File: src/rtl/sfrp_pkg.sv
// Shared types, constants and register codes of the frequency register planner.
`timescale 1ns / 1ps

package sfrp_pkg;

    // Default depth of the queue between front and back
    localparam int unsigned QueueDepth = 2;

    localparam logic [31:0] LOW_FREQ_LIMIT  = 32'd500000;
    localparam logic [31:0] HIGH_FREQ_LIMIT = 32'd30000000;
    localparam logic [31:0] NUDGE_HZ        = 32'd5000;
    localparam logic [31:0] P1_OFFSET       = 32'd512;
    localparam logic [7:0]  CTRL_BASE       = 8'h6C;
    localparam logic [7:0]  PLL_RST_VALUE   = 8'hA0;
    localparam logic [7:0]  PLL_RST_ADDR    = 8'd177;
    localparam logic [7:0]  P3_HIGH_MASK    = 8'hF0;
    localparam logic [7:0]  PLL_BASE_ADDR   = 8'd34;
    localparam logic [7:0]  MS_BASE_ADDR    = 8'd42;
    localparam logic [7:0]  CTRL_BASE_ADDR  = 8'd16;
    localparam logic [2:0]  RDIV_LOW_BAND   = 3'd7;

    localparam logic [25:0] XTAL_RESET  = 26'd25000000;
    localparam logic [1:0]  DRIVE_RESET = 2'd0;
    localparam logic [19:0] DENOM_RESET = 20'd1048575;

    // Divider: wide dividend width, short dividend width
    localparam int unsigned DIV_W     = 56;
    localparam int unsigned DIV_SHORT = 32;

    typedef enum logic [1:0] {
        REG_XTAL  = 2'd0,
        REG_DRIVE = 2'd1,
        REG_DENOM = 2'd2
    } reg_idx_t;

    typedef struct packed {
        logic [27:0] out_freq_hz;
        logic [2:0]  out_index;
    } req_t;

    typedef struct packed {
        logic [7:0] reg_address;
        logic [7:0] reg_value;
        logic       last_write;
    } wr_t;

    // Request after band classification
    typedef struct packed {
        logic [31:0] freq;
        logic        low_band;
        logic        high_band;
        logic [2:0]  out_index;
    } cls_t;

    typedef struct packed {
        logic [25:0] xtal_hz;
        logic [1:0]  drive_strength;
        logic [19:0] frac_denominator;
    } cfg_t;

    typedef struct packed {
        logic             start;
        logic             wide;
        logic [DIV_W-1:0] dividend;
        logic [31:0]      divisor;
    } div_req_t;

    typedef struct packed {
        logic             busy;
        logic             done;
        logic [DIV_W-1:0] quotient;
        logic [31:0]      remainder;
    } div_rsp_t;

endpackage

File: src/rtl/sfrp_front.sv
// Front end: takes requests and classifies the frequency band.
`timescale 1ns / 1ps

module sfrp_front
(
    input  logic            clk,
    input  logic            rst_n,
    input  logic            req_valid,
    output logic            req_ready,
    input  sfrp_pkg::req_t  req,
    output logic            push_valid,
    input  logic            push_ready,
    output sfrp_pkg::cls_t  push_data
);

    logic           valid_reg;
    logic           valid_next;
    sfrp_pkg::cls_t cls_reg;
    sfrp_pkg::cls_t cls_next;
    logic [31:0]    f_raw;
    logic [31:0]    f_scaled;
    logic           low;

    assign req_ready  = !valid_reg || push_ready;
    assign push_valid = valid_reg;
    assign push_data  = cls_reg;

    always_comb
    begin
        f_raw    = {4'b0, req.out_freq_hz};
        low      = f_raw < sfrp_pkg::LOW_FREQ_LIMIT;
        // low band is scaled by 128
        f_scaled = low ? {f_raw[24:0], 7'b0} : f_raw;
        cls_next.freq      = f_scaled;
        cls_next.low_band  = low;
        cls_next.high_band = f_scaled > sfrp_pkg::HIGH_FREQ_LIMIT;
        cls_next.out_index = req.out_index;
    end

    always_comb
    begin
        if (req_valid && req_ready)
        begin
            valid_next = 1'b1;
        end
        else if (push_ready)
        begin
            valid_next = 1'b0;
        end
        else
        begin
            valid_next = valid_reg;
        end
    end

    always_ff @(posedge clk or negedge rst_n)
    begin
        if (!rst_n)
        begin
            valid_reg <= 1'b0;
        end
        else
        begin
            valid_reg <= valid_next;
        end
    end

    always_ff @(posedge clk)
    begin
        if (req_valid && req_ready)
        begin
            cls_reg <= cls_next;
        end
    end

endmodule

File: config.mk
export PLATFORM = sky130hd
export DESIGN_NAME = sfrp_front
export DESIGN_NICKNAME = d
export VERILOG_FILES = /design/src/rtl/sfrp_pkg.sv /design/src/rtl/sfrp_front.sv
export SDC_FILE = /design/constraint.sdc
export NUM_CORES = 1
export LEC_CHECK = 0
export ABC_AREA = 1
export BUFFER_PORTS_ARGS = -buffer_cell sky130_fd_sc_hd__buf_2
export CAP_MARGIN = 5
export CORE_ASPECT_RATIO = 1.25
export CORE_MARGIN = 1.5
export CORE_UTILIZATION = 35
export DETAILED_ROUTE_END_ITERATION = 8
export RECOVER_POWER = 100
export SYNTH_ARGS = -nofsm -noshare
export SYNTH_HDL_FRONTEND = slang
export SYNTH_SLANG_ARGS = --single-unit
File: constraint.sdc
create_clock -name clk -period 2.6 [get_ports clk]
set_input_delay 0.39 -clock clk [delete_from_list [all_inputs] [get_ports clk]]
set_output_delay 0.39 -clock clk [all_outputs]
set_load 0.1 [all_outputs]
## Word-level counts from Yosys, hierarchy flattened

Index checks and enable logic that the tools add are counted.

- Add/sub/neg operators: 0
- $mul: 0
- Divide/modulo/power cells: 0
- $lt $le $gt $ge: 2
- Equality and inequality tests: 0
- Shifts and indexed selects: 0
- Multiplexer cells: 3
- Bitwise gates (word level): 0
- Reduce and logical (&&, ||, !) cells: 4

Operator list:

| cell | count |
|---|---|
| $gt A32 B25 Y1 const B | 1 |
| $mux W32 | 1 |
| $lt A28 B19 Y1 const B | 1 |
| $mux W1 | 2 |
| $reduce_bool A2 Y1 | 1 |
| $logic_and A1 B1 Y1 | 1 |
| $logic_not A1 Y1 | 1 |
| $logic_or A1 B1 Y1 | 1 |

- Bits in registers: 38
- Bits in latches: 0
- Bits in writable memories: 0
- ROM bits: 0
- Output and inout bits: 39
- Word-level logic and storage cells: 14
- Memories kept: 0

## Depth between registers and ports, before layout

- Depth after elaboration: 4
- Depth in mapped cells: 15
- Depth with buffers taken out: 14

## Worst setup path after synthesis

OpenSTA, ideal clock, no wires.

- Path kind: register -> register
- Start: register valid_reg, in the netlist push_valid
- End: register cls_reg, in the netlist push_data[0] (enable)
- Library setup time: 443 ps
- Data arrival time: 2745 ps
- Required time: 2157 ps
- Setup slack: -588 ps
- Cell stages (with the launch flop): 2
- Buffers on the path: 0
- Period minus slack after synthesis: 3188 ps
- Cell sequence: dfrtp_1 > a21oi_1

- Word-level cells in the longest chain between the ends: 3

Ends and longest elaborated chain:

| what | RTL line | source |
|---|---|---|
| start: declaration | sfrp_front.sv:16 | `logic valid_reg;` |
| start signal: assignment | sfrp_front.sv:64 | `valid_reg <= valid_next;` |
| $logic_not A1 Y1 | sfrp_front.sv:24 | `assign req_ready = !valid_reg \|\| push_ready;` |
| $logic_or A1 B1 Y1 | sfrp_front.sv:24 |  |
| $logic_and A1 B1 Y1 | sfrp_front.sv:70 | `if (req_valid && req_ready)` |
| end signal: assignment | sfrp_front.sv:72 | `cls_reg <= cls_next;` |
| end: declaration | sfrp_front.sv:18 | `sfrp_pkg::cls_t cls_reg;` |

Every way passes these cells.
A chain may end at the register's enable or synchronous reset.

## Worst setup path after layout

- Start: register valid_reg, in the netlist push_valid
- End: register cls_reg, in the netlist push_data[33] (enable)

Same word-level chain as after synthesis.

==> qor.yml <==
timing:
  maxSlewViolCount: 0
  tightest_slew_ns: 1.20
  setup_viol: 0
  finalCriticalPeriod_ns: 2.21
  fin_worst_skew_ns: 0.00383
  fmax_mhz: 452
  tns_ns: 0
  fin_crit_sh_pct: 85.0
  rsz0062_at_grt: "false"
  max_slew_margin_pct: 20.3
  hold_viol_final: 0
setup_path:
  start_kind: "register"
  worstSetupEndpointType: "register"
  worst-path-max-fanout: 28
  cp.required_ns: 2.53
  crit_type: "register to register"
  arrival_ns: 2.14
pwr:
  powerDensity_nw_per_um2: 697
  leakage_nw: 1.08
  max-vdd-ir-drop_mv: 0.266
floorplanning:
  fp-row-count: 30
  die-area_um2: 6120
  io-pin-count: 74
  die_w_um: 70.3
  initial_core_util_pct: 36.4
  die_h_um: 87.1
  core_um2: 5440
grt:
  grt_pass1_wl_um: 6730
  track_usage_pct: 14.2
  antenna_found_initial: 0
  grt_pass1_vias: 1475
  grt_remaining_overflow: 0
  grt_max_degree: 29
placed_design:
  port_buffers: 73
  postPlaceCellArea_um2: 2380
  globalplace.congestion: 0.870
  hpwl_um: 3350
flow_run:
  cap_violations: 0
drt:
  drt_wl_total_um: 4150
  drtPass1Iterations: 4
  drc: 0
  wl_per_cell_um: 12.0
  final_antenna_net_count: 0
  vias_per_cell: 4.36
  num_vias: 1507
  first_iter_violations: 82
cts:
  h-tree-depth: 2
  cts_made_buffers: 5
  clk_pin_slew_ns: 0.07
  clock_sinks: 38
  tritoncts: "done"
  insertion_delay_ns: 0.29
  cts_setup_buffers: 0
  clock_path_buffers: 2
  clock-root-buffer: "clkbuf_8"
layout:
  fillers: 564
  nNetsFinal: 316
  drive_gt1_share_pct: 23.4
  design_area_um2: 2460
  area_growth_syn_to_layout_pct: 24.1
  multiInputGateArea_um2: 632
  ff_latch_area_um2: 1140
  diodes: 0
status:
  outcome: "finished, final reports clean"
logic_synthesis:
  synth_area_um2: 1980
  syn_area_per_cell_um2: 9.81
  syn_inst: 202
  seq_area_frac_synth_pct: 57.4
  netlist-cell-type-count: 31
  yosys_warnings: 0
  synth.ff_latch_count: 38
hold_path:
  hold_class: "primary input to register"
power breakdown:
group          internal [mW]  total [mW]  switching [mW]  leakage, nW
sequential             0.712       0.721         0.00823        0.363
clock                  0.409       0.615           0.206       0.0714
combinational         0.0533       0.378           0.324        0.649
total                   1.17        1.71           0.538         1.08
cells in the mapped netlist:
cell type      count  area, um2
o31ai_1            1       7.51
dlygate4sd3_1      1       10.0
clkinv_1           1       3.75
nor2_1            20       75.1
inv_2              2       7.51
inv_1             32        120
edfxtp_1          37       1110
dfrtp_1            1       25.0
nor3_1             1       5.00
a21oi_2            1       8.76
buf_6              2       22.5
nand3_1           19       95.1
a21oi_1            4       20.0
nand4_1            1       6.26
nand3_4            1       17.5
buf_12             1       20.0
nor2_2             3       18.8
nand2_4            2       22.5
clkbuf_1           1       3.75
nand3_2            1       10.0
o21ai_0            1       5.00
nor2_4             2       22.5
o21ai_1            1       5.00
conb_1             1       3.75
nor2_8             1       20.0
o21bai_1           1       7.51
nand2_2           16        100
nand2_8            1       20.0
nand2_1           44        165
buf_8              1       15.0
inv_4              1       6.26
cells by family after synthesis:
kind of cell	count (synthesis)	share of synthesized area, %
flops	38	57.4
simple gates	112	29.2
compound gates	9	2.72
buf+inv	42	10.5
other cells	1	0.189
per-layer routing:
layer | global-route usage [%] | routed length [um]
met1 | 15.8 | 1670
met2 | 26.2 | 2200
met3 | 2.43 | 190
met4 | 6.82 | 88
met5 | 0 | 0
sequential cells by signal, indices dropped and copies added, names as in the netlist:
| name | flops |
|---|---|
| push_data | 37 |
| push_valid | 1 |
placed cells by master (no fill, tap or decap):
cell            n
nand2_1        49
clkbuf_1       41
edfxtp_1       37
inv_1          32
buf_2          32
nor2_1         21
nand3_1        19
nand2_2        11
clkbuf_8        6
a21oi_1         4
conb_1          4
inv_2           2
nor2_2          2
nor2_4          2
nand2_4         2
o21ai_0         2
bufinv_16       2
nor2_8          1
nor3_1          1
clkinv_1        1
nand3_4         1
nand2_8         1
inv_4           1
o21bai_1        1
nand3_2         1
a21oi_2         1
nand4_1         1
o31ai_1         1
dlygate4sd3_1   1
clkbuf_2        1
dfrtp_1         1
what timing repair did:
action	in CTS	in global routing
hold endpoints to repair	1	0
resized for setup	0	0
hold buffers	1	0
metrics by stage:
step	total power [mW]	hold WS (ns)	instances	util, %	setup WS, ns
2_1_floorplan	1.05	0.0944	205	-	0.228
3_3_place_gp	1.12	0.165	337	43.8	0.251
3_5_place_dp	1.13	0.166	337	43.8	0.190
4_1_cts	1.74	0.263	346	46.6	0.497
5_1_grt	1.77	0.265	346	45.1	0.183
6_report	1.71	0.270	346	45.1	0.390
final cells by class:
class                      count  share of cell area [%]
clock buffer                   6                    3.36
clock inverter                 2                    2.44
inverter                      36                    5.60
multi-input combinational    125                    25.7
sequential                    38                    46.2
tap                           64                    3.26
timing repair buffer          75                    13.4
worst max-delay path, cell delays in order, from the launching register on:
cell and delay, ns:
dfrtp_1 0.40, a21oi_1 0.75, clkbuf_2 0.69
final timing paths:
kind	startpoint	endpoint	slack, ns	depth (start not counted)
worst max-delay path	push_valid$_DFFE_PN0P_	push_data[33]$_DFFE_PP_	0.39	2
worst min-delay path	req[1]	push_data[1]$_DFFE_PP_	0.27	1
worst max register to register	push_valid$_DFFE_PN0P_	push_data[33]$_DFFE_PP_	0.39	2
worst min register to register	push_valid$_DFFE_PN0P_	push_valid$_DFFE_PN0P_	0.53	2
max in group asynchronous	rst_n	push_valid$_DFFE_PN0P_	2.12	2
min in group asynchronous	rst_n	push_valid$_DFFE_PN0P_	0.40	2
No activity file was read; power rests on OpenSTA's default activity.
