`config.mk`:
```
export PLATFORM = sky130hd
export DESIGN_NAME = sfrp_queue
export DESIGN_NICKNAME = d
export VERILOG_FILES = /design/src/rtl/sfrp_pkg.sv /design/src/rtl/sfrp_queue.sv
export SDC_FILE = /design/constraint.sdc
export NUM_CORES = 1
export LEC_CHECK = 0
export BUFFER_PORTS_ARGS = -buffer_cell sky130_fd_sc_hd__buf_4
export CAP_MARGIN = 5
export CORE_ASPECT_RATIO = 0.9
export CORE_MARGIN = 4
export CORE_UTILIZATION = 51
export CTS_CLUSTER_SIZE = 20
export DETAILED_ROUTE_END_ITERATION = 16
export PLACE_DENSITY = 0.78
export RECOVER_POWER = 50
export SLEW_MARGIN = 30
export SYNTH_ARGS = -nofsm -noshare
export SYNTH_HDL_FRONTEND = slang
export SYNTH_SLANG_ARGS = --single-unit
```
`constraint.sdc`:
```
create_clock -name clk -period 3.8 [get_ports clk]
set_clock_uncertainty 0.2 [all_clocks]
set_input_delay 0.19 -clock clk [delete_from_list [all_inputs] [get_ports clk]]
set_output_delay 0.19 -clock clk [all_outputs]
set_load 0.03 [all_outputs]
```
`src/rtl/sfrp_pkg.sv`:
```
// Shared types, constants and register codes of the frequency register planner.
`timescale 1ns / 1ps

package sfrp_pkg;

    // Default depth of the queue between front and back
    localparam int unsigned QueueDepth = 2;

    localparam logic [31:0] LOW_FREQ_LIMIT  = 32'd500000;
    localparam logic [31:0] HIGH_FREQ_LIMIT = 32'd30000000;
    localparam logic [31:0] NUDGE_HZ        = 32'd5000;
    localparam logic [31:0] P1_OFFSET       = 32'd512;
    localparam logic [7:0]  CTRL_BASE       = 8'h6C;
    localparam logic [7:0]  PLL_RST_VALUE   = 8'hA0;
    localparam logic [7:0]  PLL_RST_ADDR    = 8'd177;
    localparam logic [7:0]  P3_HIGH_MASK    = 8'hF0;
    localparam logic [7:0]  PLL_BASE_ADDR   = 8'd34;
    localparam logic [7:0]  MS_BASE_ADDR    = 8'd42;
    localparam logic [7:0]  CTRL_BASE_ADDR  = 8'd16;
    localparam logic [2:0]  RDIV_LOW_BAND   = 3'd7;

    localparam logic [25:0] XTAL_RESET  = 26'd25000000;
    localparam logic [1:0]  DRIVE_RESET = 2'd0;
    localparam logic [19:0] DENOM_RESET = 20'd1048575;

    // Divider: wide dividend width, short dividend width
    localparam int unsigned DIV_W     = 56;
    localparam int unsigned DIV_SHORT = 32;

    typedef enum logic [1:0] {
        REG_XTAL  = 2'd0,
        REG_DRIVE = 2'd1,
        REG_DENOM = 2'd2
    } reg_idx_t;

    typedef struct packed {
        logic [27:0] out_freq_hz;
        logic [2:0]  out_index;
    } req_t;

    typedef struct packed {
        logic [7:0] reg_address;
        logic [7:0] reg_value;
        logic       last_write;
    } wr_t;

    // Request after band classification
    typedef struct packed {
        logic [31:0] freq;
        logic        low_band;
        logic        high_band;
        logic [2:0]  out_index;
    } cls_t;

    typedef struct packed {
        logic [25:0] xtal_hz;
        logic [1:0]  drive_strength;
        logic [19:0] frac_denominator;
    } cfg_t;

    typedef struct packed {
        logic             start;
        logic             wide;
        logic [DIV_W-1:0] dividend;
        logic [31:0]      divisor;
    } div_req_t;

    typedef struct packed {
        logic             busy;
        logic             done;
        logic [DIV_W-1:0] quotient;
        logic [31:0]      remainder;
    } div_rsp_t;

endpackage

```
`src/rtl/sfrp_queue.sv`:
```
// Short queue of classified requests between front and back.
`timescale 1ns / 1ps

module sfrp_queue
#(
    parameter int unsigned DEPTH = sfrp_pkg::QueueDepth
)
(
    input  logic            clk,
    input  logic            rst_n,
    input  logic            push_valid,
    output logic            push_ready,
    input  sfrp_pkg::cls_t  push_data,
    output logic            pop_valid,
    input  logic            pop,
    output sfrp_pkg::cls_t  pop_data
);

    localparam int unsigned PW = (DEPTH > 1) ? $clog2(DEPTH) : 1;
    localparam int unsigned CW = $clog2(DEPTH + 1);

    sfrp_pkg::cls_t mem [DEPTH];
    logic [PW-1:0]  wptr_reg;
    logic [PW-1:0]  wptr_next;
    logic [PW-1:0]  rptr_reg;
    logic [PW-1:0]  rptr_next;
    logic [CW-1:0]  count_reg;
    logic [CW-1:0]  count_next;
    logic           do_push;
    logic           do_pop;

    assign push_ready = count_reg != CW'(DEPTH);
    assign pop_valid  = count_reg != '0;
    assign pop_data   = mem[rptr_reg];
    assign do_push    = push_valid && push_ready;
    assign do_pop     = pop && pop_valid;

    always_comb
    begin
        wptr_next  = wptr_reg;
        rptr_next  = rptr_reg;
        count_next = count_reg;
        if (do_push)
        begin
            wptr_next = (wptr_reg == PW'(DEPTH - 1)) ? '0 : wptr_reg + 1'b1;
        end
        if (do_pop)
        begin
            rptr_next = (rptr_reg == PW'(DEPTH - 1)) ? '0 : rptr_reg + 1'b1;
        end
        if (do_push && !do_pop)
        begin
            count_next = count_reg + 1'b1;
        end
        else if (do_pop && !do_push)
        begin
            count_next = count_reg - 1'b1;
        end
    end

    always_ff @(posedge clk or negedge rst_n)
    begin
        if (!rst_n)
        begin
            wptr_reg  <= '0;
            rptr_reg  <= '0;
            count_reg <= '0;
        end
        else
        begin
            wptr_reg  <= wptr_next;
            rptr_reg  <= rptr_next;
            count_reg <= count_next;
        end
    end

    always_ff @(posedge clk)
    begin
        if (do_push)
        begin
            mem[wptr_reg] <= push_data;
        end
    end

endmodule

```
* Word-level counts from Yosys, hierarchy flattened
Memory sizes are Yosys's and may differ from the RTL's.
Index checks and enable logic that the tools add are counted.
** Operators by class
- $add $sub $neg :: 4
- Multiply operators :: 0
- Div/mod/pow operators :: 0
- Order comparisons :: 0
- Eq/ne operators :: 1
- Shift-type cells :: 0
- Muxes and demuxes :: 6
- Bitwise logic cells :: 0
- Reduce and logical (&&, ||, !) cells :: 8
** Operator list (number)
- logical AND 1 bit :: 4
- 2-to-1 mux 1 bit :: 4
- 2-to-1 mux 2 bit :: 2
- nonzero test 2 bit :: 2
- adder 1 bit, second input constant :: 2
- adder 2 x 1 -> 2 bit, second input constant :: 1
- logical NOT 1 bit :: 2
- != test 2 bit, second input constant :: 1
- subtractor 2 x 1 -> 2 bit, second input constant :: 1
** Word-level totals
- Register bits after elaboration :: 4
- Bits in latches :: 0
- Memory bits (writable) :: 74
- Bits in read-only memories :: 0
- Bits of input ports :: 41
- Output and inout port bits :: 39
- Word-level logic and storage cells :: 23
- Memories :: 1
** Memories
- mem :: words 2, bits a word 37, rd ports 1, clocked after memory_dff 0, write ports 1, RTL line sfrp_queue.sv:22 : sfrp_pkg::cls_t mem [DEPTH];

* Logic depth before layout (Yosys ltp)
Gate-level depths: netlist of the first run.
- Depth after elaboration :: 6
- Depth in mapped cells :: 7
- Mapped depth without buffers :: 7

* Worst setup path before layout of the first run
Ideal clock, no wire load.
- Path type :: reg2reg
- Start :: register count_reg[0]
- End :: memory mem[0][0] in the netlist's numbering, enable pin
- Setup time :: 0.431 ns
- Data arrival time :: 2.452 ns
- Data required time :: 3.169 ns
- Path slack :: 0.717 ns
- Stages on the path, launching flop included :: 4
- Path buffers :: 0
- Period minus slack after synthesis :: 3.083 ns
- Cells stage by stage :: dfrtp_1 -> nand2b_1 -> nand2_1 -> nor2_1
** Between the ends
- Cells in the longest elaborated chain, start to end :: 4
** RTL lines
- from (decl) :: RTL line sfrp_queue.sv:27 : logic [CW-1:0] count_reg;
- from (signal assigned) :: RTL line sfrp_queue.sv:73 : count_reg <= count_next;
- != test 2 bit :: RTL line sfrp_queue.sv:32 : assign push_ready = count_reg != CW'(DEPTH);
- via push_ready :: RTL line sfrp_queue.sv:12 : output logic push_ready,
- logical AND 1 bit :: RTL line sfrp_queue.sv:35 : assign do_push = push_valid && push_ready;
- 2-to-1 mux 1 bit :: RTL line sfrp_queue.sv:79 : if (do_push)
- 2-to-1 mux 1 bit (not written as such) :: RTL line sfrp_queue.sv:81 : mem[wptr_reg] <= push_data;
- to (decl) :: RTL line sfrp_queue.sv:22
The timed path passes the listed nets, and every way through them passes these cells.

* Worst setup path in the final report of the first run
- Start :: register count_reg[0]
- End :: memory mem[0][35] in the netlist's numbering, enable pin
** Between the ends
- Cells in the longest elaborated chain, start to end :: 4
** RTL lines (RTL line)
- != test 2 bit :: sfrp_queue.sv:32
- logical AND 1 bit :: sfrp_queue.sv:35
- 2-to-1 mux 1 bit :: sfrp_queue.sv:79
- 2-to-1 mux 1 bit (not written as such) :: sfrp_queue.sv:81
No other way between the ends.

==> run metrics, run 1 <==
status finished, final reports clean; final worst-path cycle share 0.666; Total Wirelength 5780 um; Max IR drop VDD 0.533 mV; Root Driver clkbuf_8; Post-Syn Area 2950 um^2; die area 7060 um^2; Final Util 0.779; antenna-violating nets left 0; vias in the first global route 1818; clock sink total 78; RSZ-0062 raised after global routing no; pin count of the biggest net entering global routing 39; DRC errors left 0; Worst Tran Pin Value 1.32 ns; Setup CP Type register to register; initial antenna violation count 0; FF-to-FF setup slack 1.27 ns; global-route wire length before repair 8910 um; CP arrival 2.37 ns; cts bufs inserted 9; Final nets 302; crit path launch type register; Bufs and invs on worst path 1; hold wc startpoint push_valid; DP Area 3590 um^2; CP max stage cell nor2_1; sequential element share of the synthesized area 0.788; clk slew on worst S/H paths 0.07 ns; Fillers 305; Vias 1653; I/O Buffers 79; Distinct cells, synth 15; PwrDens 781 nW/um^2; DR iter-0 viols 61; Hold EP wptr_reg; layout cells sized above 1 0.470; area added between synthesis and finish 43.1%; # H-tree levels 3; Overflow after GRT 0; Synth warnings 0; Die Wd 88.1 um; required time worst endpoint 3.64 ns; Initial Util 0.545; Tot Pwr 3290 uW; max FFs per register 74; crit path capture type register; Syn Nets 175; First-pass DRT Iterations 4; Leak 0.00165 uW; Final Hold Violating Endpoints 0; post-synth top area cell edfxtp_1; Fin Setup TNS 0 ns; CP max stage delay 1.00 ns; Row Count 25; CTS tree yes; Yosys top cell area share 0.754; hold depth 3; Total Routing Usage GR 0.178; Die Span Y 80.1 um; setup violators final 0; Avg Cell Area, Syn 22.2 um^2; Critical Path Fanout Max 24; worst path cell trace nand2b_1 > nand2_1 > nor2_1 > buf_16; RR Endpoint mem[0][35]; Hold-fix buffers, CTS 40; fmax 395 MHz; Layout Cells excl Fill 332; Slew Limit Fails 0; max cap viols 0; placed cells 275; DP HPWL 3490 um; delay-heaviest family, CP simple AND/OR/NAND/NOR gates; post_cts resized 0; Top Ports 80; Worst-Skew Late Latency 0.33 ns; post-route minimum period 2.53 ns; clock buffer depth 2; R2R cell count 4; Worst Hold Class input port to register; Placer Congestion 0.682; Synth Instances 133; Vias/cell 4.98; Final Instance Area 4220 um^2; synth top area cells edfxtp_1 75%, mux2_4 10%, mux2_2 6.5%; #FFs+latches synth 78; Worst slew margin 0.115; worst r2r src count_reg[0]; Routed WL per cell 17.4 um; CORE AREA 5410 um^2; setup bufs post-CTS 0
==> logic make-up after synthesis <==
family                     Yosys count  share of synthesized area
muxes                               37                      0.167
DFF                                 78                      0.788
and+or+nand+nor                      7                     0.0115
buffers and inverters                5                     0.0144
xor gates and xnor gates             5                     0.0149
adders and majority gates            1                    0.00425
==> worst max-delay path by stage <==
stage | start | to | slack [ns] | depth (start not counted)
floorplan | count_reg[0] | mem[0][0] | 0.72 | 3
global placement | count_reg[0] | mem[0][2] | 1.75 | 3
finish | count_reg[0] | mem[0][35] | 1.27 | 4
CTS | rptr_reg | pop_data[11] | 1.38 | 2
detailed placement | count_reg[0] | mem[0][6] | 1.62 | 3
global route | count_reg[0] | mem[0][32] | 1.11 | 4
==> cells in the mapped netlist <==
master	instances
and3_1	1
xor2_1	2
xnor2_1	3
buf_2	1
nand2_1	2
nand2b_1	1
or2_1	1
edfxtp_1	74
dfrtp_1	4
mux2_2	17
ha_1	1
buf_6	3
mux2_4	20
nor2_1	2
inv_1	1
==> stage by stage <==
stage                     hold WS [ns]  setup slack, ns
after global routing            0.0360             1.11
after CTS                       0.0764             1.38
after floorplan                 -0.306            0.717
final                           0.0328             1.27
after global placement          -0.214             1.75
after detailed placement        -0.211             1.62
==> per-layer routing <==
layer  vias to the layer above  share of wire  track usage
li1                        771              -            -
met5                         -              0            0
met4                         0          0.017       0.0937
met1                       806           0.34        0.174
met2                        64           0.58        0.338
met3                        12          0.056       0.0441
==> layout by cell type, fill, tap and decap left out, drive strengths merged <==
cell          n
and3          1
buf          41
bufinv        3
clkbuf       49
clkinv        2
dfrtp         4
diode         1
dlygate4sd3  40
edfxtp       74
ha            1
inv           1
mux2         37
nand2         2
nand2b        1
nor2          2
or2           1
xnor2         3
xor2          2
==> where the power goes <==
group,switching [uW],leakage (uW),internal [uW],total [uW]
combinational,678,0.000803,575,1250
clock,268,0.000114,430,698
sequential,156,0.000733,1180,1340
total,1100,0.00165,2190,3290
==> area by class of cell <==
class                           instances  area (um^2)  share of cell area
Tap cell                               67         83.8              0.0199
Antenna cell                            1         2.50            0.000593
Inverter                                1         3.75            0.000890
Clock buffer                           10          128              0.0303
Sequential cell                        78         2330               0.552
Timing Repair Buffer                  120          991               0.235
Clock inverter                          5         98.8              0.0234
Multi-Input combinational cell         50          583               0.138
==> tightest hold or removal path: stages <==
cell	delay (ns)
buf_4	0.12
nand2_1	0.11
xnor2_1	0.10
Power figures use the tool's default switching activity.
==> inputs of run 2 (changes only) <==
- ABC_AREA: unset -> 1
- clock period: 3.8 -> 2.5 ns (I/O delays scaled with it)
==> run metrics, run 2 <==
Synth Area in Simple Gates 0.163 (was 0.0115); CP max stage cell inv_2 (was nor2_1); Distinct cells, synth 14 (was 15); fmax 518 MHz; Total Routing Usage GR 0.183 (was 0.178); Critical Path Fanout Max 38 (was 24); most frequent cell after synthesis nand2_1 (was edfxtp_1); Post-Syn Area 2930 um^2 (was 2950 um^2); Yosys top cell area share 0.759 (was 0.754); synth top area cells edfxtp_1 76%, nand2_1 16%, dfrtp_1 3.4% (was edfxtp_1 75%, mux2_4 10%, mux2_2 6.5%); Die Wd 87.9 um (was 88.1 um); final worst-path cycle share 0.772; status finished, final reports clean (unchanged); RR Endpoint mem[0][12] (was mem[0][35]); n_diodes 0 (was 1); FF+latch area 2320 um^2 (was 2330 um^2); layout cells sized above 1 0.256 (was 0.470); Synth Area in Adders 0.00428 (was 0.00425); required time worst endpoint 2.17 ns (was 3.64 ns); hold wc startpoint push_valid (unchanged); antenna-violating nets left 0 (unchanged); initial antenna violation count 0 (unchanged); DP Area 3580 um^2 (was 3590 um^2); Worst Hold Class input port to register (unchanged); Overflow after GRT 0 (unchanged); Worst slew margin 0.576 (was 0.115); CP most frequent cell nand2_1; Top Ports 80 (unchanged); compound-cell area share of the yosys netlist 0 (unchanged); cts bufs inserted 9 (unchanged); Total Wirelength 5960 um (was 5780 um); area of the multi-input gates 523 um^2 (was 583 um^2); Leak 0.00179 uW (was 0.00165 uW); Initial Util 0.541 (was 0.545); most common cell after layout, fill and taps aside nand2_1 (was edfxtp_1); worst r2r src count_reg[0] (unchanged); hold depth 3 (unchanged); R2R cell count 5 (was 4); Final Instance Area 4180 um^2 (was 4220 um^2); setup violators final 0 (unchanged); CP arrival 1.60 ns (was 2.37 ns); Worst-Skew Late Latency 0.33 ns (about the same); # H-tree levels 3 (unchanged); I/O Buffers 79 (unchanged); Avg Cell Area, Syn 13.2 um^2 (was 22.2 um^2); Fillers 347 (was 305); sequential element share of the synthesized area 0.794 (was 0.788); setup bufs post-CTS 0 (unchanged); Vias 1949 (was 1653); Final Hold Violating Endpoints 0 (unchanged); Fin Setup TNS 0 ns (unchanged); post-synth top area cell edfxtp_1 (unchanged); Synth Instances 222 (was 133); Post-synth ARST share 0.0513 (unchanged); Routed WL per cell 14.2 um (was 17.4 um); number of synthesized flops with an enable pin 74 (unchanged); RSZ-0062 raised after global routing no (unchanged); Final nets 389 (was 302); mux contribution to synthesized area 0 (was 0.167); Die Span Y 79.9 um (was 80.1 um); DR iter-0 viols 102 (was 61); clock buffer depth 2 (unchanged); CTS tree yes (unchanged); Synth warnings 0 (unchanged); vias in the first global route 2072 (was 1818); largest family of logic cells by synthesized area simple AND/OR/NAND/NOR gates (was multiplexers); max FFs per register 74 (unchanged); Vias/cell 4.65 (was 4.98); global-route wire length before repair 9360 um (was 8910 um); First-pass DRT Iterations 4 (unchanged); DP HPWL 3660 um (was 3490 um); Max IR drop VDD 0.795 mV (was 0.533 mV); crit path launch type register (unchanged); max cap viols 0 (unchanged); Syn Nets 264 (was 175); PwrDens 1220 nW/um^2 (was 781 nW/um^2); worst path cell trace inv_2 > nand2_1 > nand2_1 > buf_4 (was nand2b_1 > nand2_1 > nor2_1 > buf_16); Setup CP Type register to primary output (was register to register); Slew Limit Fails 0 (unchanged); crit path capture type primary output (was register); CP max stage delay 0.48 ns (was 1.00 ns); DRC errors left 0 (unchanged); clk slew on worst S/H paths 0.08 ns (was 0.07 ns); Commonest cells post-synth 121 x nand2_1, 74 x edfxtp_1, 6 x inv_1 (was 74 x edfxtp_1, 20 x mux2_4, 17 x mux2_2); die area 7020 um^2 (was 7060 um^2); post-route minimum period 1.93 ns; post_cts resized 0 (unchanged); Post-synth top flop edfxtp_1 (unchanged); Worst Tran Pin Value 0.636 ns (was 1.32 ns); #FFs+latches synth 78 (unchanged); FF-to-FF setup slack 0.59 ns (was 1.27 ns); area added between synthesis and finish 42.8% (was 43.1%); Row Count 25 (unchanged); most frequent cells in the layout 121 x nand2_1, 74 x edfxtp_1, 41 x buf_4, 40 x dlygate4sd3_1, 29 x clkbuf_4 (was 74 x edfxtp_1, 40 x dlygate4sd3_1, 40 x buf_4, 31 x clkbuf_4, 20 x mux2_4); Hold EP wptr_reg (unchanged); Hold-fix buffers, CTS 40 (unchanged); CORE AREA 5410 um^2 (unchanged); Root Driver clkbuf_8 (unchanged); Placer Congestion 0.778 (was 0.682); post-synthesis xor/xnor area fraction 0.00599 (was 0.0149); clock sink total 78 (unchanged); pin count of the biggest net entering global routing 39 (unchanged)
-- run 2: cell count changes after synthesis, moves of 2 or more --
cell	before	now
buf_4	0	2
inv_1	1	6
mux2_2	17	0
mux2_4	20	0
nand2_1	2	121
nand3_1	0	2
xnor2_1	3	1
-- run 2: worst max-delay path by stage --
stage / cells after the start / to / from
detailed placement: 5 / mem[0][12] / count_reg[0]
floorplan: 4 / mem[0][0] / count_reg[0]
global placement: 5 / mem[0][16] / count_reg[0]
finish: 4 / pop_data[23] / rptr_reg
global route: 4 / pop_data[18] / rptr_reg
CTS: 4 / pop_data[23] / rptr_reg
-- run 2: cell families after synthesis --
kind of cell	count (synthesis)
and+or+nand+nor	126
DFF	78
buffers and inverters	15
adders and majority gates	1
xor gates and xnor gates	2
-- run 2: cell type report --
class	instances	area share
Multi-Input combinational cell	129	0.125
Sequential cell	78	0.556
Clock buffer	9	0.0296
Timing Repair Buffer	122	0.236
Clock inverter	7	0.0269
Tap cell	67	0.0201
Inverter	7	0.00629
-- run 2: critical path, delay by kind of cell, from the launching register on --
kind / cells / cell delay [ns]
flops: 1 / 0.39
simple gates: 2 / 0.24
buf+inv: 2 / 0.65
-- run 2: metrics by stage --
step                 util  total power, uW  setup slack, ns  std cells  hold WS (ns)
finish              0.772             5110            0.570        419        0.0484
global route        0.772             5390            0.389        419        0.0702
CTS                 0.780             5170            0.519        419        0.0356
detailed placement  0.662             4040            0.579        363        -0.274
global placement    0.662             4000            0.644        363        -0.273
floorplan               -             3300           -0.548        222        -0.371
-- run 2: routing by layer --
layer / vias to the layer above / GRT usage / share of wire
li1: 988 / - / -
met1: 894 / 0.220 / 0.40
met2: 59 / 0.315 / 0.53
met3: 8 / 0.0454 / 0.060
met4: 0 / 0.0690 / 0.013
met5: - / 0 / 0
-- run 2: where the power goes --
part	internal [uW]	leakage, uW	switching [uW]	total (uW)
Clock	658	0.000119	425	1080
Combinational	691	0.000934	1460	2160
Sequential	1790	0.000736	84.8	1870
Total	3140	0.00179	1970	5110
