File: config.mk
export PLATFORM = sky130hd
export DESIGN_NAME = sfrp_back
export DESIGN_NICKNAME = d
export VERILOG_FILES = /design/src/rtl/sfrp_pkg.sv /design/src/rtl/sfrp_div.sv /design/src/rtl/sfrp_back.sv
export SDC_FILE = /design/constraint.sdc
export NUM_CORES = 2
export LEC_CHECK = 0
export BUFFER_PORTS_ARGS = -buffer_cell sky130_fd_sc_hd__buf_4
export CORE_ASPECT_RATIO = 0.6
export CORE_UTILIZATION = 51
export CTS_BUF_LIST = sky130_fd_sc_hd__clkbuf_4 sky130_fd_sc_hd__clkbuf_8
export CTS_CLUSTER_DIAMETER = 100
export DETAILED_ROUTE_END_ITERATION = 12
export PLACE_DENSITY = 0.67
export SLEW_MARGIN = 20
export SYNTH_ARGS = -nofsm -noshare
export SYNTH_HDL_FRONTEND = slang
export SYNTH_HIERARCHICAL = 1
export SYNTH_SLANG_ARGS = --single-unit
File: constraint.sdc
create_clock -name clk -period 11 [get_ports clk]
set_input_delay 2.2 -clock clk [delete_from_list [all_inputs] [get_ports clk]]
set_output_delay 2.2 -clock clk [all_outputs]
set_load 0.01 [all_outputs]
File: src/rtl/sfrp_pkg.sv
// Shared types, constants and register codes of the frequency register planner.
`timescale 1ns / 1ps

package sfrp_pkg;

    // Default depth of the queue between front and back
    localparam int unsigned QueueDepth = 2;

    localparam logic [31:0] LOW_FREQ_LIMIT  = 32'd500000;
    localparam logic [31:0] HIGH_FREQ_LIMIT = 32'd30000000;
    localparam logic [31:0] NUDGE_HZ        = 32'd5000;
    localparam logic [31:0] P1_OFFSET       = 32'd512;
    localparam logic [7:0]  CTRL_BASE       = 8'h6C;
    localparam logic [7:0]  PLL_RST_VALUE   = 8'hA0;
    localparam logic [7:0]  PLL_RST_ADDR    = 8'd177;
    localparam logic [7:0]  P3_HIGH_MASK    = 8'hF0;
    localparam logic [7:0]  PLL_BASE_ADDR   = 8'd34;
    localparam logic [7:0]  MS_BASE_ADDR    = 8'd42;
    localparam logic [7:0]  CTRL_BASE_ADDR  = 8'd16;
    localparam logic [2:0]  RDIV_LOW_BAND   = 3'd7;

    localparam logic [25:0] XTAL_RESET  = 26'd25000000;
    localparam logic [1:0]  DRIVE_RESET = 2'd0;
    localparam logic [19:0] DENOM_RESET = 20'd1048575;

    // Divider: wide dividend width, short dividend width
    localparam int unsigned DIV_W     = 56;
    localparam int unsigned DIV_SHORT = 32;

    typedef enum logic [1:0] {
        REG_XTAL  = 2'd0,
        REG_DRIVE = 2'd1,
        REG_DENOM = 2'd2
    } reg_idx_t;

    typedef struct packed {
        logic [27:0] out_freq_hz;
        logic [2:0]  out_index;
    } req_t;

    typedef struct packed {
        logic [7:0] reg_address;
        logic [7:0] reg_value;
        logic       last_write;
    } wr_t;

    // Request after band classification
    typedef struct packed {
        logic [31:0] freq;
        logic        low_band;
        logic        high_band;
        logic [2:0]  out_index;
    } cls_t;

    typedef struct packed {
        logic [25:0] xtal_hz;
        logic [1:0]  drive_strength;
        logic [19:0] frac_denominator;
    } cfg_t;

    typedef struct packed {
        logic             start;
        logic             wide;
        logic [DIV_W-1:0] dividend;
        logic [31:0]      divisor;
    } div_req_t;

    typedef struct packed {
        logic             busy;
        logic             done;
        logic [DIV_W-1:0] quotient;
        logic [31:0]      remainder;
    } div_rsp_t;

endpackage

File: src/rtl/sfrp_div.sv
// Bit-serial restoring divider shared by all divisions of the back end.
`timescale 1ns / 1ps

module sfrp_div
(
    input  logic                clk,
    input  logic                rst_n,
    input  sfrp_pkg::div_req_t  req,
    output sfrp_pkg::div_rsp_t  rsp
);

    localparam int unsigned W  = sfrp_pkg::DIV_W;
    localparam int unsigned SW = sfrp_pkg::DIV_SHORT;
    localparam int unsigned CW = $clog2(W);

    logic          busy_reg;
    logic          busy_next;
    logic          done_reg;
    logic          done_next;
    logic [CW-1:0] cnt_reg;
    logic [CW-1:0] cnt_next;
    logic [31:0]   rem_reg;
    logic [31:0]   rem_next;
    logic [W-1:0]  quo_reg;
    logic [W-1:0]  quo_next;
    logic [31:0]   dsr_reg;
    logic [31:0]   dsr_next;
    logic [32:0]   shifted;
    logic [33:0]   diff;
    logic          fits;

    assign rsp.busy      = busy_reg;
    assign rsp.done      = done_reg;
    assign rsp.quotient  = quo_reg;
    assign rsp.remainder = rem_reg;

    always_comb
    begin
        shifted   = {rem_reg, quo_reg[W-1]};
        diff      = {1'b0, shifted} - {2'b0, dsr_reg};
        fits      = !diff[33];
        busy_next = busy_reg;
        done_next = 1'b0;
        cnt_next  = cnt_reg;
        rem_next  = rem_reg;
        quo_next  = quo_reg;
        dsr_next  = dsr_reg;
        if (req.start)
        begin
            dsr_next = req.divisor;
            if (req.divisor == '0)
            begin
                // zero divisor: quotient 0, remainder is the low 32 bits of the dividend
                busy_next = 1'b0;
                done_next = 1'b1;
                quo_next  = '0;
                rem_next  = req.dividend[31:0];
            end
            else
            begin
                busy_next = 1'b1;
                rem_next  = '0;
                quo_next  = req.wide ? req.dividend
                                     : {req.dividend[SW-1:0], (W-SW)'(0)};
                cnt_next  = req.wide ? CW'(W - 1) : CW'(SW - 1);
            end
        end
        else if (busy_reg)
        begin
            rem_next = fits ? diff[31:0] : shifted[31:0];
            quo_next = {quo_reg[W-2:0], fits};
            if (cnt_reg == '0)
            begin
                busy_next = 1'b0;
                done_next = 1'b1;
            end
            else
            begin
                cnt_next = cnt_reg - 1'b1;
            end
        end
    end

    always_ff @(posedge clk or negedge rst_n)
    begin
        if (!rst_n)
        begin
            busy_reg <= 1'b0;
            done_reg <= 1'b0;
            cnt_reg  <= '0;
        end
        else
        begin
            busy_reg <= busy_next;
            done_reg <= done_next;
            cnt_reg  <= cnt_next;
        end
    end

    always_ff @(posedge clk)
    begin
        rem_reg <= rem_next;
        quo_reg <= quo_next;
        dsr_reg <= dsr_next;
    end

endmodule

File: src/rtl/sfrp_back.sv
// Back end: divider sequence, PLL state and register write emission.
`timescale 1ns / 1ps

module sfrp_back
(
    input  logic            clk,
    input  logic            rst_n,
    input  sfrp_pkg::cfg_t  cfg,
    input  logic            item_valid,
    output logic            item_pop,
    input  sfrp_pkg::cls_t  item,
    output logic            wr_valid,
    input  logic            wr_ready,
    output sfrp_pkg::wr_t   wr
);

    typedef enum logic [8:0] {
        ST_IDLE     = 9'b000000001,
        ST_DIV_D    = 9'b000000010,
        ST_DIV_LO   = 9'b000000100,
        ST_DIV_HI   = 9'b000001000,
        ST_VCO_MUL  = 9'b000010000,
        ST_DIV_VCO  = 9'b000100000,
        ST_DIV_FRAC = 9'b001000000,
        ST_DIV_P    = 9'b010000000,
        ST_EMIT     = 9'b100000000
    } state_t;

    localparam logic [4:0] EMIT_CTRL = 5'd16;
    localparam logic [4:0] EMIT_RST  = 5'd17;

    state_t               state_reg;
    state_t               state_next;
    logic [31:0]          f_reg;
    logic [31:0]          f_next;
    logic                 low_reg;
    logic                 low_next;
    logic [2:0]           idx_reg;
    logic [2:0]           idx_next;
    logic [15:0]          d_reg;
    logic [15:0]          d_next;
    logic [31:0]          qlo_reg;
    logic [31:0]          qlo_next;
    logic [7:0]           msa_reg;
    logic [7:0]           msa_next;
    logic [31:0]          p1_reg;
    logic [31:0]          p1_next;
    logic [23:0]          p2_reg;
    logic [23:0]          p2_next;
    logic                 rst_reg;
    logic                 rst_next;
    logic [4:0]           cnt_reg;
    logic [4:0]           cnt_next;
    logic [7:0]           last_msa_reg;
    logic [7:0]           last_msa_next;
    logic                 known_reg;
    logic                 known_next;
    logic                 wr_valid_reg;
    logic                 wr_valid_next;
    sfrp_pkg::wr_t        wr_reg;
    sfrp_pkg::wr_t        wr_next;

    sfrp_pkg::div_req_t   div_req;
    sfrp_pkg::div_rsp_t   div_rsp;

    logic [29:0]          xtal_x16;
    logic [31:0]          xtal_x34;
    logic [47:0]          lo_prod;
    logic [47:0]          hi_prod;
    logic [47:0]          vco_prod;
    logic [51:0]          frac_prod;
    logic [31:0]          m1;
    logic [7:0]           pll_byte [8];
    logic [7:0]           ms_byte [8];
    logic                 emit_go;
    logic                 emit_last;

    sfrp_div u_div
    (
        .clk   (clk),
        .rst_n (rst_n),
        .req   (div_req),
        .rsp   (div_rsp)
    );

    assign wr_valid = wr_valid_reg;
    assign wr       = wr_reg;
    assign item_pop = (state_reg == ST_IDLE) && item_valid;

    // operand products feeding the divider input registers
    always_comb
    begin
        xtal_x16  = {cfg.xtal_hz, 4'b0};
        // 34 * xtal needs the full 32 bits at the top of the crystal range
        xtal_x34  = {1'b0, cfg.xtal_hz, 5'b0} + {5'b0, cfg.xtal_hz, 1'b0};
        lo_prod   = div_rsp.quotient[15:0] * (f_reg - sfrp_pkg::NUDGE_HZ);
        hi_prod   = d_reg * (f_reg + sfrp_pkg::NUDGE_HZ);
        vco_prod  = d_reg * f_reg;
        frac_prod = div_rsp.remainder * cfg.frac_denominator;
    end

    // output byte tables
    always_comb
    begin
        m1 = ({9'b0, d_reg, 7'b0} - sfrp_pkg::P1_OFFSET)
           | {9'b0, (low_reg ? sfrp_pkg::RDIV_LOW_BAND : 3'd0), 20'b0};
        pll_byte[0] = cfg.frac_denominator[15:8];
        pll_byte[1] = cfg.frac_denominator[7:0];
        pll_byte[2] = p1_reg[23:16];
        pll_byte[3] = p1_reg[15:8];
        pll_byte[4] = p1_reg[7:0];
        pll_byte[5] = ({cfg.frac_denominator[19:16], 4'b0} & sfrp_pkg::P3_HIGH_MASK)
                    | p2_reg[23:16];
        pll_byte[6] = p2_reg[15:8];
        pll_byte[7] = p2_reg[7:0];
        ms_byte[0]  = 8'd0;
        ms_byte[1]  = 8'd1;
        ms_byte[2]  = m1[23:16];
        ms_byte[3]  = m1[15:8];
        ms_byte[4]  = m1[7:0];
        ms_byte[5]  = 8'd0;
        ms_byte[6]  = 8'd0;
        ms_byte[7]  = 8'd0;
    end

    always_comb
    begin
        emit_go   = (state_reg == ST_EMIT) && (!wr_valid_reg || wr_ready);
        emit_last = (cnt_reg == EMIT_RST) || ((cnt_reg == EMIT_CTRL) && !rst_reg);
        wr_next   = wr_reg;
        case (cnt_reg[4:3])
            2'd0:
            begin
                wr_next.reg_address = sfrp_pkg::PLL_BASE_ADDR + {5'b0, cnt_reg[2:0]};
                wr_next.reg_value   = pll_byte[cnt_reg[2:0]];
            end
            2'd1:
            begin
                wr_next.reg_address = sfrp_pkg::MS_BASE_ADDR + {2'b0, idx_reg, 3'b0}
                                    + {5'b0, cnt_reg[2:0]};
                wr_next.reg_value   = ms_byte[cnt_reg[2:0]];
            end
            2'd2:
            begin
                if (cnt_reg == EMIT_CTRL)
                begin
                    wr_next.reg_address = sfrp_pkg::CTRL_BASE_ADDR + {5'b0, idx_reg};
                    wr_next.reg_value   = sfrp_pkg::CTRL_BASE | {6'b0, cfg.drive_strength};
                end
                else
                begin
                    wr_next.reg_address = sfrp_pkg::PLL_RST_ADDR;
                    wr_next.reg_value   = sfrp_pkg::PLL_RST_VALUE;
                end
            end
            default:
            begin
                wr_next.reg_address = 8'd0;
                wr_next.reg_value   = 8'd0;
            end
        endcase
        wr_next.last_write = emit_last;
        if (emit_go)
        begin
            wr_valid_next = 1'b1;
        end
        else if (wr_ready)
        begin
            wr_valid_next = 1'b0;
        end
        else
        begin
            wr_valid_next = wr_valid_reg;
        end
    end

    // sequencer
    always_comb
    begin
        state_next       = state_reg;
        f_next           = f_reg;
        low_next         = low_reg;
        idx_next         = idx_reg;
        d_next           = d_reg;
        qlo_next         = qlo_reg;
        msa_next         = msa_reg;
        p1_next          = p1_reg;
        p2_next          = p2_reg;
        rst_next         = rst_reg;
        cnt_next         = cnt_reg;
        last_msa_next    = last_msa_reg;
        known_next       = known_reg;
        div_req.start    = 1'b0;
        div_req.wide     = 1'b0;
        div_req.dividend = '0;
        div_req.divisor  = {6'b0, cfg.xtal_hz};
        case (state_reg)
            ST_IDLE:
            begin
                if (item_valid)
                begin
                    f_next           = item.freq;
                    low_next         = item.low_band;
                    idx_next         = item.out_index;
                    div_req.start    = 1'b1;
                    div_req.dividend = item.high_band ? {24'b0, xtal_x34}
                                                      : {26'b0, xtal_x16};
                    div_req.divisor  = item.freq;
                    state_next       = ST_DIV_D;
                end
            end
            ST_DIV_D:
            begin
                if (div_rsp.done)
                begin
                    d_next           = div_rsp.quotient[15:0];
                    div_req.start    = 1'b1;
                    div_req.dividend = {24'b0, lo_prod[31:0]};
                    state_next       = ST_DIV_LO;
                end
            end
            ST_DIV_LO:
            begin
                if (div_rsp.done)
                begin
                    qlo_next         = div_rsp.quotient[31:0];
                    div_req.start    = 1'b1;
                    div_req.dividend = {24'b0, hi_prod[31:0]};
                    state_next       = ST_DIV_HI;
                end
            end
            ST_DIV_HI:
            begin
                if (div_rsp.done)
                begin
                    // nudge down when the band edges straddle an integer
                    if (qlo_reg != div_rsp.quotient[31:0])
                    begin
                        d_next = d_reg - 1'b1;
                    end
                    state_next = ST_VCO_MUL;
                end
            end
            ST_VCO_MUL:
            begin
                div_req.start    = 1'b1;
                div_req.dividend = {24'b0, vco_prod[31:0]};
                state_next       = ST_DIV_VCO;
            end
            ST_DIV_VCO:
            begin
                if (div_rsp.done)
                begin
                    msa_next         = div_rsp.quotient[7:0];
                    div_req.start    = 1'b1;
                    div_req.wide     = 1'b1;
                    div_req.dividend = {frac_prod[48:0], 7'b0};
                    state_next       = ST_DIV_FRAC;
                end
            end
            ST_DIV_FRAC:
            begin
                if (div_rsp.done)
                begin
                    div_req.start    = 1'b1;
                    div_req.dividend = {24'b0, div_rsp.quotient[31:0]};
                    div_req.divisor  = {12'b0, cfg.frac_denominator};
                    state_next       = ST_DIV_P;
                end
            end
            ST_DIV_P:
            begin
                if (div_rsp.done)
                begin
                    p1_next = {17'b0, msa_reg, 7'b0} + div_rsp.quotient[31:0]
                            - sfrp_pkg::P1_OFFSET;
                    p2_next = div_rsp.remainder[23:0];
                    rst_next = !known_reg || (last_msa_reg != msa_reg);
                    last_msa_next = msa_reg;
                    known_next    = 1'b1;
                    cnt_next      = '0;
                    state_next    = ST_EMIT;
                end
            end
            ST_EMIT:
            begin
                if (emit_go)
                begin
                    cnt_next = cnt_reg + 1'b1;
                    if (emit_last)
                    begin
                        state_next = ST_IDLE;
                    end
                end
            end
            default:
            begin
                state_next = ST_IDLE;
            end
        endcase
    end

    always_ff @(posedge clk or negedge rst_n)
    begin
        if (!rst_n)
        begin
            state_reg    <= ST_IDLE;
            cnt_reg      <= '0;
            last_msa_reg <= '0;
            known_reg    <= 1'b0;
            wr_valid_reg <= 1'b0;
        end
        else
        begin
            state_reg    <= state_next;
            cnt_reg      <= cnt_next;
            last_msa_reg <= last_msa_next;
            known_reg    <= known_next;
            wr_valid_reg <= wr_valid_next;
        end
    end

    always_ff @(posedge clk)
    begin
        f_reg   <= f_next;
        low_reg <= low_next;
        idx_reg <= idx_next;
        d_reg   <= d_next;
        qlo_reg <= qlo_next;
        msa_reg <= msa_next;
        p1_reg  <= p1_next;
        p2_reg  <= p2_next;
        rst_reg <= rst_next;
        if (emit_go)
        begin
            wr_reg <= wr_next;
        end
    end

`ifndef SYNTHESIS
    a_start_idle: assert property (@(posedge clk) disable iff (!rst_n)
        div_req.start |-> !div_rsp.busy)
        else $error("divider started while busy");

    a_known_sticky: assert property (@(posedge clk) disable iff (!rst_n)
        !$fell(known_reg))
        else $error("PLL integer record lost");

    a_emit_known: assert property (@(posedge clk) disable iff (!rst_n)
        (state_reg == ST_EMIT) |-> known_reg)
        else $error("emitting without a kept PLL integer");

    a_done_in_div: assert property (@(posedge clk) disable iff (!rst_n)
        div_rsp.done |-> (state_reg == ST_DIV_D || state_reg == ST_DIV_LO
                          || state_reg == ST_DIV_HI || state_reg == ST_DIV_VCO
                          || state_reg == ST_DIV_FRAC || state_reg == ST_DIV_P))
        else $error("divider result with no division pending");
`endif

endmodule

Word-level counts from Yosys, hierarchy flattened:

Index checks and enable logic that the tools add are counted.

* equality and inequality tests: 27
* $mul: 4
* bitwise logic cells: 3
* mux-type cells: 61
* add/sub/neg operators: 14
* reductions and logical operators: 26
* magnitude comparators: 1

Operators by type and width (count)
* case mux 56 bit (6 select lines): 1
* 2-to-1 mux 32 bit: 7
* 2-to-1 mux 56 bit: 4
* 2-to-1 mux 64 bit: 2
* 2-to-1 mux 9 bit: 9
* case mux 9 bit (9 select lines): 1
* 2-to-1 mux 16 bit: 4
* case mux 32 bit (2 select lines): 1
* 2-to-1 mux 58 bit: 1
* multiplier 32 x 20 -> 49 bit: 1
* binary-select mux 8 bit (select 3 bit): 2
* case mux 16 bit (3 select lines): 1
* subtractor 33 x 32 -> 34 bit: 1
* adder 32 x 13 -> 33 bit, second input constant: 1
* multiplier 16 x 33 -> 32 bit: 1
* multiplier 17 x 33 -> 32 bit: 1
* subtractor 32 x 13 -> 33 bit, second input constant: 1
* adder 31 x 27 -> 32 bit: 1
* zero test 32 bit: 1
* multiplier 16 x 32 -> 32 bit: 1
* 2-to-1 mux 8 bit: 4
* != test 32 bit: 1
* case mux 16 bit (2 select lines): 1
* 2-to-1 mux 6 bit: 5
* 45 further kinds: 83

* bits in registers: 310
* output and inout port bits: 19
* input bits: 89
* word-level logic and storage cells: 159

Longest topological paths before layout:

* depth in word-level cells: 7
* mapped depth: 35
* gate-level depth less buffers: 32

Cells and area by module:

The synthesis kept the hierarchy.

Modules (own cells, without submodules)
* sfrp_back: area an instance 66234.8 um^2, instances 1, sequential area each 5346.4 um^2, cells each 7508
* sfrp_div: area an instance 7503.4 um^2, instances 1, sequential area each 3803.6 um^2, cells each 685

Least setup slack after synthesis:

Ideal clock, no wire load.

* path kind: in2reg
* from: input port cfg[2] (netlist name)
* to: register u_div.quo_reg[54] (data pin)
* arrival: 9220 ps
* stages: 29
* data required time: 10734 ps
* path buffers: 3
* setup time: 266 ps
* setup slack: 1515 ps
* path through: clkbuf_1 -> clkbuf_1 -> nand2_1 -> fa_1 -> fa_1 -> inv_1 -> fa_1 -> fa_1 -> inv_1 -> fa_1 -> inv_1 -> fa_1 -> fa_1 -> ha_1 -> clkbuf_1 -> and3_1 -> nand3_1 -> a311oi_1 -> o21ai_1 -> a2111oi_0 -> nor2_1 -> o31ai_1 -> nor3b_1 -> o22ai_1 -> xor2_1 -> nor2_1 -> mux2_2 -> nand2_1 -> o2bb2ai_1

RTL lines
* start: declaration: line sfrp_back.sv:8 `input sfrp_pkg::cfg_t cfg,`
* end signal: assignment: line sfrp_div.sv:103 `quo_reg <= quo_next;`
* end: declaration: line sfrp_div.sv:24 `logic [W-1:0] quo_reg;`

==> results.sh <==
export IMPL_outcome="complete, no violations"
export IMPL_gp_congestion=1.00
export IMPL_fin_worst_skew_ps=74.7
export IMPL_fin_crit_sh=0.900
export IMPL_drtPass1Iterations=10
export IMPL_largest_reg_flops=56
export IMPL_hpwl_um=201000
export IMPL_drcViolationCount=0
export IMPL_slowest_delay_ps=650
export IMPL_vias=58300
export IMPL_netlist_area_um2=73700
export IMPL_finalHoldViolCount=0
export IMPL_area_growth_pct=5.43
export IMPL_ys_warn_count=6
export IMPL_path_max_fanout=37
export IMPL_slew_headroom=0.179
export IMPL_numCtsBuffers=46
export IMPL_viasPerCell=5.82
export IMPL_stdcell_count=10000
export IMPL_max_freq_ghz=0.101
export IMPL_reg2reg_depth=30
export IMPL_max_cap_violations=0
export IMPL_syn_avg_cell_area_um2=9.00
export IMPL_overflow=0
export IMPL_rr_endpoint="u_div/rem_reg[31]"
export IMPL_endpoint="u_div/rem_reg[31]"
export IMPL_wl_per_cell_um=24.9
export IMPL_worst_pin_slew_ps=1220
export IMPL_reg2reg_setup_slack_ps=1090
export IMPL_setup_viol=0
export IMPL_die_area_um2=146000
export IMPL_die_w_um=493
export IMPL_postCtsSetupRepairBufs=0
export IMPL_critical_path_class="reg2reg"
export IMPL_worstSetupStartpointType="register"
export IMPL_r2r_start="f_reg[3]"
export IMPL_synth_net_count=10200
export IMPL_root_buffer="clkbuf_8"
export IMPL_coreArea_um2=143000
export IMPL_rows=107
export IMPL_placed_cells=9928
export IMPL_cp_data_required_time_ps=11380
export IMPL_cts_resized=0
export IMPL_layout_drive_gt1_share=0.0606
export IMPL_crit_path_top_delay_cell="nor2_1"
export IMPL_worstSetupEndpointType="register"
export IMPL_min_period_ps=9910
export IMPL_grt_max_degree=65
export IMPL_path_common_cell="fa_1"
export IMPL_fin_hold_ws_ps=484
export IMPL_final_antenna_net_count=0
export IMPL_rsz0062_at_grt="false"
export IMPL_setup_tns_ps=0
export IMPL_critPathLaunch="f_reg[3]"
export IMPL_routed_wl_um=250000
export IMPL_slew_violations=0
export IMPL_grt_usage=0.349
export IMPL_ios=108
export IMPL_die_h_um=297
export IMPL_final_nets=10000
export IMPL_grt_pass1_vias=58800
export IMPL_numClockSinks=310
export IMPL_syn_inst=8192
export IMPL_port_buffers=107
export IMPL_htreeDepth=2
export IMPL_hold_buffers=0
export IMPL_arrival_ps=10280
export IMPL_hold_class="reg2reg"
export IMPL_cts_tree="done"
export IMPL_cts_buffer_depth=3
export IMPL_antenna_found_initial=20
export IMPL_first_iter_violations=7372
export IMPL_cts_clk_slew_worst_paths_ps=80
export IMPL_clock_latency_ps=710
export IMPL_initial_core_util=0.517
export IMPL_grt_first_pass_wirelength_um=378000
==> metrics by stage <==
stage / worst slack, ps / cell area [um2] / utilization
2_1_floorplan: 1510 / 73700 / -
3_3_place_gp: 750 / 76600 / 0.537
3_5_place_dp: 783 / 76600 / 0.537
4_1_cts: 1220 / 77700 / 0.544
5_1_grt: 750 / 77700 / 0.545
6_report: 1090 / 77700 / 0.545
==> placed cells by master (no fill, tap or decap), types with 32 or more instances in the layout <==
master,instances
nor2b_1,39
ha_1,432
a21o_1,107
o21a_1,32
xnor2_1,244
xor2_1,128
a22o_1,47
o21ai_0,178
fa_1,1444
inv_1,1733
a21oi_1,185
nor3_1,46
nand4_1,36
nor2_1,178
nand2b_1,43
mux2_2,44
edfxtp_1,278
nand3_1,45
clkbuf_8,52
buf_4,292
o2bb2ai_1,33
and2_1,549
a222oi_1,40
nand2_1,1404
==> layout make-up <==
type	count	area, um2
Timing Repair Buffer	295	2250
Tap cell	1907	2390
Inverter	1738	6530
Sequential cell	310	9150
Clock inverter	26	285
Fill cell	13000	65000
Antenna cell	13	32.5
Multi-Input combinational cell	5678	56300
Clock buffer	60	776
==> worst max-delay path, delay by kind of cell (launching register included) <==
family,cells,cell delay [ps]
compound gates,12,2830
simple gates,5,1860
xor+xnor,1,270
buf+inv,5,640
flops,1,530
fa+ha+maj,7,3410
==> per-layer routing <==
metal / vias up / global-route usage / routed length [um]
met4: 4 / 0.0858 / 6650
li1: 24800 / - / -
met2: 3864 / 0.454 / 94400
met5: - / 0 / 27
met3: 337 / 0.115 / 38100
met1: 29300 / 0.548 / 111000
==> worst min-delay path by stage <==
stage,depth (start not counted),end,start,slack [ps]
after floorplan,1,known_reg,known_reg,440
after global placement,1,known_reg,known_reg,450
after detailed placement,1,known_reg,known_reg,450
after CTS,1,known_reg,known_reg,480
after global routing,1,known_reg,known_reg,510
final,1,known_reg,known_reg,480
Power is not shown: default switching activity piles up to over one toggle a cycle in this logic, so the estimate is an artifact.
